### config.mk
export PLATFORM = sky130hd
export DESIGN_NAME = lcu_queue
export DESIGN_NICKNAME = d
export VERILOG_FILES = /design/src/lcu_pkg.sv /design/src/lcu_queue.sv
export SDC_FILE = /design/constraint.sdc
export NUM_CORES = 1
export LEC_CHECK = 0
export BUFFER_PORTS_ARGS = -buffer_cell sky130_fd_sc_hd__buf_2
export CORE_ASPECT_RATIO = 0.8
export CORE_MARGIN = 2
export CORE_UTILIZATION = 40
export CTS_BUF_LIST = sky130_fd_sc_hd__clkbuf_2
export CTS_CLUSTER_SIZE = 8
export DETAILED_ROUTE_END_ITERATION = 16
export MAX_ROUTING_LAYER = met4
export PLACE_DENSITY = 0.62
export SYNTH_ARGS = -nofsm -noshare
export SYNTH_HDL_FRONTEND = slang
export SYNTH_SLANG_ARGS = --single-unit
### constraint.sdc
create_clock -name clk -period 6.1 [get_ports clk]
set_input_delay 0 -clock clk [delete_from_list [all_inputs] [get_ports clk]]
set_output_delay 0 -clock clk [all_outputs]
set_load 0.05 [all_outputs]
### src/lcu_pkg.sv
package lcu_pkg;

  localparam int HIDDEN_MAX      = 1024;
  localparam int ACT_TABLE_DEPTH = 256;
  localparam int ADDR_W          = $clog2(HIDDEN_MAX);
  localparam int IDX_W           = 10;
  localparam int CFG_W           = 11;
  localparam int DATA_W          = 16;
  localparam int SUM_W           = 17;
  localparam int HID_W           = 14;
  localparam int ACT_W           = 14;
  localparam int TAB_W           = 13;
  localparam int KW              = $clog2(ACT_TABLE_DEPTH + 1);
  localparam int QUEUE_DEPTH     = 4;
  localparam int RESULT_DEPTH    = 4;
  localparam int ONE_Q12         = 4096;
  localparam int ROUND_Q12       = 2048;
  localparam int FRAC_W          = 12;

  // Series argument 16/DEPTH in Q30.
  localparam logic [63:0] EXP_STEP = (64'd1 << 34) / 64'(ACT_TABLE_DEPTH);

  typedef logic [TAB_W-1:0] tab_t [0:ACT_TABLE_DEPTH];

  // Work item handed from the front to the back.
  typedef struct packed {
    logic [IDX_W-1:0]        idx;
    logic                    err;
    logic signed [ACT_W-1:0] ig;
    logic signed [ACT_W-1:0] fg;
    logic signed [ACT_W-1:0] gg;
    logic signed [ACT_W-1:0] og;
  } work_t;

  // Result word as it waits for the consumer.
  typedef struct packed {
    logic [IDX_W-1:0]         idx;
    logic signed [DATA_W-1:0] cell_q12;
    logic signed [HID_W-1:0]  hidden;
    logic                     err;
  } res_t;

  // Shift-and-subtract quotient, used only while building the table.
  function automatic logic [63:0] udiv64(logic [63:0] n, logic [63:0] d);
    logic [63:0] q, r;
    q = '0;
    r = '0;
    for (int i = 63; i >= 0; i--) begin
      r = {r[62:0], n[i]};
      if (r >= d) begin
        r    = r - d;
        q[i] = 1'b1;
      end
    end
    return q;
  endfunction

  // tanh(8k/DEPTH) in Q12, built from an integer exp series.
  function automatic tab_t build_tanh();
    logic [63:0] one, y, term, pos, neg, b, p, dv, den, num;
    tab_t t;
    one  = 64'd1 << 30;
    y    = EXP_STEP;
    term = one;
    pos  = one;
    neg  = '0;
    p    = one;
    for (int n = 1; n <= 24; n++) begin
      dv   = 64'(n) << 30;
      term = udiv64(term * y + (dv >> 1), dv);
      if (n[0]) neg = neg + term;
      else      pos = pos + term;
    end
    b = (pos > neg) ? pos - neg : 64'd0;
    if (b > one) b = one;
    for (int k = 0; k <= ACT_TABLE_DEPTH; k++) begin
      den  = one + p;
      num  = (one - p) << 12;
      t[k] = TAB_W'(udiv64(num + (den >> 1), den));
      p    = (p * b + (one >> 1)) >> 30;
    end
    return t;
  endfunction

  localparam tab_t TANH_TAB = build_tanh();

  // Table tanh of a Q12 value; half selects tanh(v/2).
  function automatic logic signed [ACT_W-1:0] act_tanh(logic signed [SUM_W-1:0] v,
                                                       logic half);
    logic [SUM_W:0]  m;
    logic [31:0]     k;
    logic [TAB_W-1:0] t;
    m = v[SUM_W-1] ? (SUM_W+1)'(-$signed({v[SUM_W-1], v})) : {1'b0, v};
    if (half) k = (32'(m) * 32'(ACT_TABLE_DEPTH) + 32'd32768) >> 16;
    else      k = (32'(m) * 32'(ACT_TABLE_DEPTH) + 32'd16384) >> 15;
    if (k > 32'(ACT_TABLE_DEPTH)) k = 32'(ACT_TABLE_DEPTH);
    t = TANH_TAB[KW'(k)];
    return v[SUM_W-1] ? -$signed({1'b0, t}) : $signed({1'b0, t});
  endfunction

  function automatic logic signed [ACT_W-1:0] act_sigmoid(logic signed [SUM_W-1:0] v);
    logic signed [ACT_W+1:0] s;
    s = (ACT_W+2)'(ONE_Q12 + 1) + (ACT_W+2)'(act_tanh(v, 1'b1));
    return ACT_W'(s >>> 1);
  endfunction

endpackage

### src/lcu_queue.sv
module lcu_queue (
  input  logic           clk,
  input  logic           rst,
  input  logic           push,
  input  lcu_pkg::work_t word_in,
  output logic           full,
  input  logic           pop,
  output logic           valid,
  output lcu_pkg::work_t word_out
);
  import lcu_pkg::*;

  localparam int PTR_W = $clog2(QUEUE_DEPTH);

  work_t            mem [QUEUE_DEPTH];
  logic [PTR_W-1:0] wp, rp;
  logic [PTR_W:0]   cnt;

  assign full     = (cnt == (PTR_W+1)'(QUEUE_DEPTH));
  assign valid    = (cnt != '0);
  assign word_out = mem[rp];

  always_ff @(posedge clk) begin
    if (push && !full) mem[wp] <= word_in;
  end

  always_ff @(posedge clk) begin
    if (rst) begin
      wp  <= '0;
      rp  <= '0;
      cnt <= '0;
    end else begin
      if (push && !full) wp <= wp + 1'b1;
      if (pop && valid)  rp <= rp + 1'b1;
      cnt <= cnt + (PTR_W+1)'(push && !full) - (PTR_W+1)'(pop && valid);
    end
  end

endmodule

After elaboration in Yosys (flattened, before gate mapping)
Memory sizes are Yosys's and may differ from the RTL's. A register that Yosys moved wholly into a read port is not among the register bits.
Index checks and enable logic that the tools add are counted.
{ "classes": {"add_sub_neg": 4, "n_eq_ne": 1, "n_mux": 4, "n_reduce_logical": 4} }
{ "op_table": {"columns": ["cell", "count"], "rows": [
  ["2-bit by 1-bit adder with 2-bit output, second input constant", 2],
  ["2-bit two-way mux", 2],
  ["3-bit by 1-bit adder with 3-bit output", 1],
  ["3-bit equality test, second input constant", 1],
  ["3-bit nonzero test", 1],
  ["3-bit by 1-bit subtractor with 3-bit output", 1],
  ["1-bit logical AND", 2],
  ["1-bit two-way mux", 2],
  ["1-bit logical NOT", 1]
]} }
{ "totals": {"regBits": 7, "mem_bits_rw": 268, "elab_cells": 17, "mem_count": 1} }
{ "memory_table": {"columns": ["name", "words", "word_bits", "read_ports", "rd_ports_with_merged_regs", "wr", "line", "source"], "rows": [
  ["mem", 4, 67, 1, 1, 1, "lcu_queue.sv:15", "work_t mem [QUEUE_DEPTH];"]
]} }

Longest topological paths before layout
Gate-level depths: netlist (run 1).
{ "depth": {"depth_word": 5, "mapped_depth": 11} }

Worst setup path before layout (run 1)
Ideal clock, no wire load.
{ "synth_timing": {"path_kind": "register -> register", "startpoint": "register cnt[2]", "endpoint": "memory mem[0][0] in the netlist's numbering, enable pin", "arrival_ns": 2.893, "slack_ns": 2.647, "path_stages_with_launch": 4, "path_cell_list": "dfxtp_1 nor3b_1 nor2_1 and2_1"} }
{ "synth_via": {"elab_chain_cells": 5} }
{ "synth_lines": {"columns": ["element", "line", "source"], "rows": [
  ["from (decl)", "lcu_queue.sv:17", "logic [PTR_W:0] cnt;"],
  ["from (signal assigned)", "lcu_queue.sv:35", "cnt <= cnt + (PTR_W+1)'(push && !full) - (PTR_W+1)'(pop && valid);"],
  ["3-bit equality test", "lcu_queue.sv:19", "assign full = (cnt == (PTR_W+1)'(QUEUE_DEPTH));"],
  ["via full", "lcu_queue.sv:6", "output logic full,"],
  ["1-bit logical NOT", "lcu_queue.sv:24", "if (push && !full) mem[wp] <= word_in;"],
  ["1-bit logical AND", "lcu_queue.sv:24", null],
  ["1-bit two-way mux", "lcu_queue.sv:24", null],
  ["1-bit two-way mux (not written as such)", "lcu_queue.sv:24", null],
  ["to (decl)", "lcu_queue.sv:15", null]
]} }
The timed path passes the listed nets, and every way through them passes these cells.

==> results of run 1 <==
[routing by layer]
layer	global-route usage (%)	vias up	wire, µm
met5	-	-	0
met4	5.69	0	282
met3	4.79	29	1230
met2	25.6	163	9850
met1	18.7	2693	8260
li1	-	2404	-
[worst max-delay path by stage]
stage                   end  slack [ns]  cells past startpoint
3_3_place_gp    word_out[5]        3.60                      3
5_1_grt        word_out[10]        2.50                      3
3_5_place_dp   word_out[10]        3.58                      3
6_report        word_out[2]        2.93                      3
4_1_cts        word_out[31]        2.66                      3
2_1_floorplan     mem[0][0]        2.65                      3
[state kept, by name (all words and copies together) (netlist names), named ones only]
signal and flops:
cnt 3, mem 268, wp 2, rp 2
[area by class of cell]
cell class | count | area share (%)
Timing Repair Buffer | 280 | 16.1
Multi-Input combinational cell | 100 | 13.6
Clock inverter | 16 | 0.659
Inverter | 6 | 0.172
Antenna cell | 1 | 0.0191
Sequential cell | 277 | 62.9
Tap cell | 324 | 3.09
Clock buffer | 94 | 3.59
[kinds of logic (layout without fill, tap and decap cells)]
| logic type | count (synthesis) | in the layout | share of synthesized area [%] |
|---|---|---|---|
| xor+xnor | 3 | 3 | 0.259 |
| mux | 68 | 68 | 14.9 |
| flops | 277 | 277 | 80.9 |
| simple gates | 18 | 18 | 0.960 |
| fa+ha+maj | 7 | 7 | 0.935 |
| compound gates | 4 | 4 | 0.271 |
| buf+inv | 22 | 396 | 1.69 |
| other cells | 0 | 1 | 0 |
[cells in the final DEF, fill, tap and decap left out]
cell,count
a21oi_1,1
ha_1,6
nor3b_1,1
dfxtp_1,7
o31a_1,1
fa_1,1
bufinv_16,1
inv_2,5
dfxtp_4,2
clkbuf_2,94
o311ai_0,1
nor2_1,6
mux2i_1,1
nor2b_1,1
inv_1,6
buf_4,1
edfxtp_1,268
dlygate4sd3_1,140
diode_2,1
xor2_1,2
mux4_2,67
o21ai_0,1
and2_1,1
buf_2,139
clkinv_1,10
or3_1,2
nor3_1,1
nand2b_1,2
and2_4,4
xnor2_1,1
[repair_timing]
item,in CTS,in global routing
hold endpoints to repair,277,0
hold buffers,140,0
setup endpoints to repair,0,0
buffers inserted,0,0
[power by group through the flow]
stage	registers [µW]	clock network (µW)	logic, µW
3_5_place_dp	2520	0	1690
2_1_floorplan	2400	0	1450
4_1_cts	2480	1180	1770
6_report	2460	1130	1740
3_3_place_gp	2510	0	1670
5_1_grt	2500	1270	1830
[worst max-delay path, stage by stage (launching register included)]
cell     delay (ns)
dfxtp_4        0.93
buf_4          0.62
mux4_2         0.59
buf_2          0.24
[through the flow]
step	util, %	power (µW)	std cells	hold WS [ns]
after floorplan	-	3850	399	0.0989
after global placement	44.4	4180	847	0.209
after detailed placement	44.4	4210	847	0.214
after CTS	52.2	5430	1097	0.0395
after global routing	52.2	5610	1097	0.0805
final	52.2	5340	1098	0.159
==> summary.md, run 1 <==
| Metric | Value |
|---|---|
| Total core area | 25100 µm² |
| TritonCTS clock tree | built |
| Startpoint types | flip-flop |
| P&R area growth vs syn | 28.9% |
| Nets | slightly above 800 |
| First-pass GRT wire length | between 30 and 40 mm |
| Most numerous cell in the Yosys netlist | edfxtp_1 |
| Cell row count | 52 |
| Asr flop ratio synth | 0% |
| Pre-CTS setup slack | about 3.6 ns |
| Die span in y | about 150 µm |
| Hold Path Stages | 5 |
| Psw | about 2000 µW |
| Sw frac | 37.4% |
| HP Class | input port to flip-flop |
| Vias in the first global route | ~6000 |
| Reg2Reg Setup Slack | between 3 and 4 ns |
| Critical path class | flip-flop to output port |
| Reg-to-Reg End | cnt[1] |
| Pwr dens | 408 nW/µm² |
| Worst path required time | 6.10 ns |
| Resized Gates After CTS | 0 |
| Top Ports | 140 |
| CP arrival | ~3.2 ns |
| Pre-antenna DRT Iters | 4 |
| Post-DR vias/cell | between 4 and 5 |
| Post-synth top flop | edfxtp_1 |
| Yosys cell types | 26 |
| Setup crit end kind | output port |
| Clock Power Share | a little over a fifth |
| Final WS setup | 2.93 ns |
| Highest clock rate | roughly 320 MHz |
| Final ANT Viol Nets | 0 |
| Leakage power | between 0.004 and 0.005 µW |
| Final Hold Viols | 0 |
| Reg-to-Reg Start | cnt[2] |
| Measured slew at the worst slew-check pin | between 1 and 1.5 ns |
| Share of the yosys chip area belonging to registers | 80.9% |
| Post-synth EDFFs | 268 |
| Final instance area | roughly 13000 µm² |
| Max_slew headroom | roughly 28% |
| Cell taking the most area after synthesis | edfxtp_1 |
| GRT overflow | 0 |
| WL per Instance | between 15 and 20 µm |
| Net Count, Synth | between 400 and 500 |
| Initial Util | 40.5% |
| Max-slew violations | 0 |
| Int Pwr | ~3300 µW |
| Synthesized cell area | around 10000 µm² |
| HP Start | push |
| Setup_tns | 0 ns |
| Port bufs | 139 |
| Multi-input gate area | between 1500 and 2000 µm² |
| Max Root-Sink Buffers | 3 |
| Clock Skews | between 0.05 and 0.06 ns |
| Period utilization | between 50% and 60% |
| Synth top area share | between 70% and 80% |
| CTS Sinks | 277 |
| Outcome | finished, final reports clean |
| Fin crit period | between 3 and 4 ns |
| Fillcell total | 2018 |
| Sequential share of power | 46.1% |
| Top cells by area, synth | edfxtp_1 79%, mux4_2 15%, dfxtp_1 1.8% |
| Vias | around 5300 |
| FF/Latch Area | between 8000 and 9000 µm² |
| Chip width | around 180 µm |
| Maximum VDD drop | 226 µV |
| Clk root buf | clkbuf_2 |
| Final setup viols | 0 |
| Layout cell share with drive strength beyond 1 | slightly above 40% |
| DRC viols | 0 |
| MaxCap Viol Count | 0 |
| Global-route usage over all layers | approximately 16% |
| Unrepaired setup endpoints after global routing | false |
| Die area | 26700 µm² |
| Worst-path clk slew | ~0.090 ns |
| Part of the power in combinational logic | 32.6% |
| Skew-Pair Late Insertion Delay | 0.77 ns |
| Inserted Clock Buffers | about 70 |
| Top cells by count, synth | 268 x edfxtp_1, 67 x mux4_2, 9 x dfxtp_1 |
| Largest net degree at the start of global routing | 68 |
| Hpwl dp | 10.1 mm |
| Critical path peak fanout | 41 |
| CTS HTree Levels | 3 |
| Drt initial violations | approximately 260 |
| Initial antenna violation count | 0 |
| Syn avg cell area | 25.5 µm² |
| Routed wire length | between 15 and 20 mm |
| Placed cell areas | around 11000 µm² |
| Reg2Reg Depth | 10 |
| Final GP Congestion | roughly 0.69 |
| Synth Instances | between 300 and 400 |
| Number of synthesis warnings | 0 |
| Hold EP | wp[0] |
| FF+latch count, synth | around 280 |
No activity file was read; power rests on OpenSTA's default activity.
==> inputs of run 2 (changes only) <==
clock period = 3 ns   (was 6.1 ns; I/O delays follow)
==> summary.md, run 2 (synthesis results as in run 1) <==
| Metric | Value |
|---|---|
| Final hold slack | between 0.1 and 0.15 ns |
| Worst-path clk slew | about 0.080 ns |
| Final setup viols | 0 |
| Reg with most FFs | mem |
| Final Hold Viols | 0 |
| Skew-Pair Late Insertion Delay | 0.81 ns |
| Commonest cells after routing, fill and taps aside | 268 x edfxtp_1, 140 x dlygate4sd3_1, 139 x buf_2, 101 x clkbuf_2, 67 x mux4_2 |
| Most common cell after layout, fill and taps aside | edfxtp_1 |
| Chip width | roughly 180 µm |
| Fin crit period | 2.55 ns |
| Total core area | ~25000 µm² |
| Critical path peak fanout | between 40 and 50 |
| Number of flip-flops in the largest register | between 200 and 300 |
| Port bufs | 139 |
| WL per Instance | 18.4 µm |
| Setup_tns | 0 ns |
| TritonCTS clock tree | built |
| Die span in y | 147 µm |
| Routed wire length | ~21 mm |
| Pre-antenna DRT Iters | 7 |
| Outcome | finished, final reports clean |
| Max Root-Sink Buffers | 3 |
| Vias | 5405 |
| Post CTS Setup Buffer Count | 0 |
| Largest regs | mem: 268 flops, cnt: 3 flops |
| Largest net degree at the start of global routing | 42 |
| Vias in the first global route | around 6000 |
| Critical path class | flip-flop to output port |
| Final Core Density | a little over half |
| Layout cell share with drive strength beyond 1 | around two fifths |
| Final ANT Viol Nets | 0 |
| Pwr dens | 847 nW/µm² |
| Inserted Clock Buffers | 70 |
| Global-route usage over all layers | roughly 16% |
| Pre-CTS setup slack | 0.528 ns |
| Final WS setup | roughly 0.45 ns |
| Resized Gates After CTS | 0 |
| CTS Sinks | between 200 and 300 |
| MaxCap Viol Count | 0 |
| HP Class | input port to flip-flop |
| Clk root buf | clkbuf_2 |
| P&R area growth vs syn | 31.9% |
| Period utilization | between 80% and 90% |
| Initial antenna violation count | 1 |
| Initial Util | 40.5% |
| Unrepaired setup endpoints after global routing | false |
| CP arrival | ~2.6 ns |
| Drt initial violations | 352 |
| Max_slew headroom | 55.1% |
| Startpoint types | flip-flop |
| Measured slew at the worst slew-check pin | a little under 0.7 ns |
| Top Ports | 140 |
| Setup crit end kind | output port |
| Highest clock rate | between 300 and 400 MHz |
| Nets | between 800 and 900 |
| Max-slew violations | 0 |
| CTS HTree Levels | 3 |
| Die area | roughly 27000 µm² |
| Worst path required time | 3.00 ns |
| Cell row count | 52 |
| Leakage power | roughly 0.0048 µW |
| Maximum VDD drop | slightly below 600 µV |
| First-pass GRT wire length | 32.2 mm |
| GRT overflow | 0 |
| DRC viols | 0 |
| Hpwl dp | 11.8 mm |
| Final GP Congestion | around 0.74 |
| Clock Skews | 0.0630 ns |
| Post-DR vias/cell | 4.80 |
run 2: cell types whose count changed in the layout (fill, tap and decap cells not counted):
cell / before / now
clkinvlp_4: 0 / 1
clkbuf_2: 94 / 101
clkinv_1: 10 / 15
bufinv_16: 1 / 4
inv_2: 5 / 1
nor3b_1: 1 / 0
buf_4: 1 / 8
nor3b_2: 0 / 1
clkinv_2: 0 / 3
buf_12: 0 / 5
run 2: through the flow:
step | total power [µW] | cell area [µm²] | instances
4_1_cts | 11500 | 13400 | 1124
2_1_floorplan | 7830 | 10200 | 399
5_1_grt | 11900 | 13400 | 1125
3_3_place_gp | 8600 | 11300 | 859
3_5_place_dp | 8670 | 11300 | 859
6_report | 11400 | 13400 | 1125
run 2: metal layers:
layer | global-route usage, % | part of all wire, % | up-vias
li1 | - | - | 2441
met1 | 20.3 | 42 | 2742
met2 | 26.2 | 50 | 194
met3 | 4.64 | 6.2 | 28
met4 | 5.77 | 1.4 | 0
met5 | - | 0 | -
run 2: repair_timing:
item / 4_1_cts / 5_1_grt
hold endpoints to repair: 301 / 0
endpoints found under the setup margin: 0 / 0
hold buffers: 140 / 0
run 2: critical path, stage by stage, from the launching register on:
cell     delay, ns
dfxtp_4       0.79
buf_4         0.39
mux4_2        0.37
buf_2         0.23
run 2: area by class of cell:
class / count / area, µm²
clock inverter: 24 / 203
multi-input combinational: 100 / 1780
timing repair buffer: 292 / 2260
sequential: 277 / 8240
antenna: 1 / 2.50
inverter: 6 / 22.5
tap: 324 / 405
clock buffer: 101 / 505
fill: 2052 / 11700
run 2: worst paths after layout:
kind                from      endpoint  depth (start not counted)  slack [ns]
max            flip-flop  word_out[13]                          3        0.45
min          word_in[62]    mem[0][62]                          2        0.12
max reg2reg       cnt[1]        cnt[2]                         11        0.54
min reg2reg        rp[1]         rp[1]                          2        0.53
run 2: power breakdown:
group | switching, µW | leakage (µW) | internal, µW
registers | 199 | 0.00253 | 4690
clock network | 1450 | 0.000516 | 1250
logic | 2520 | 0.00172 | 1250
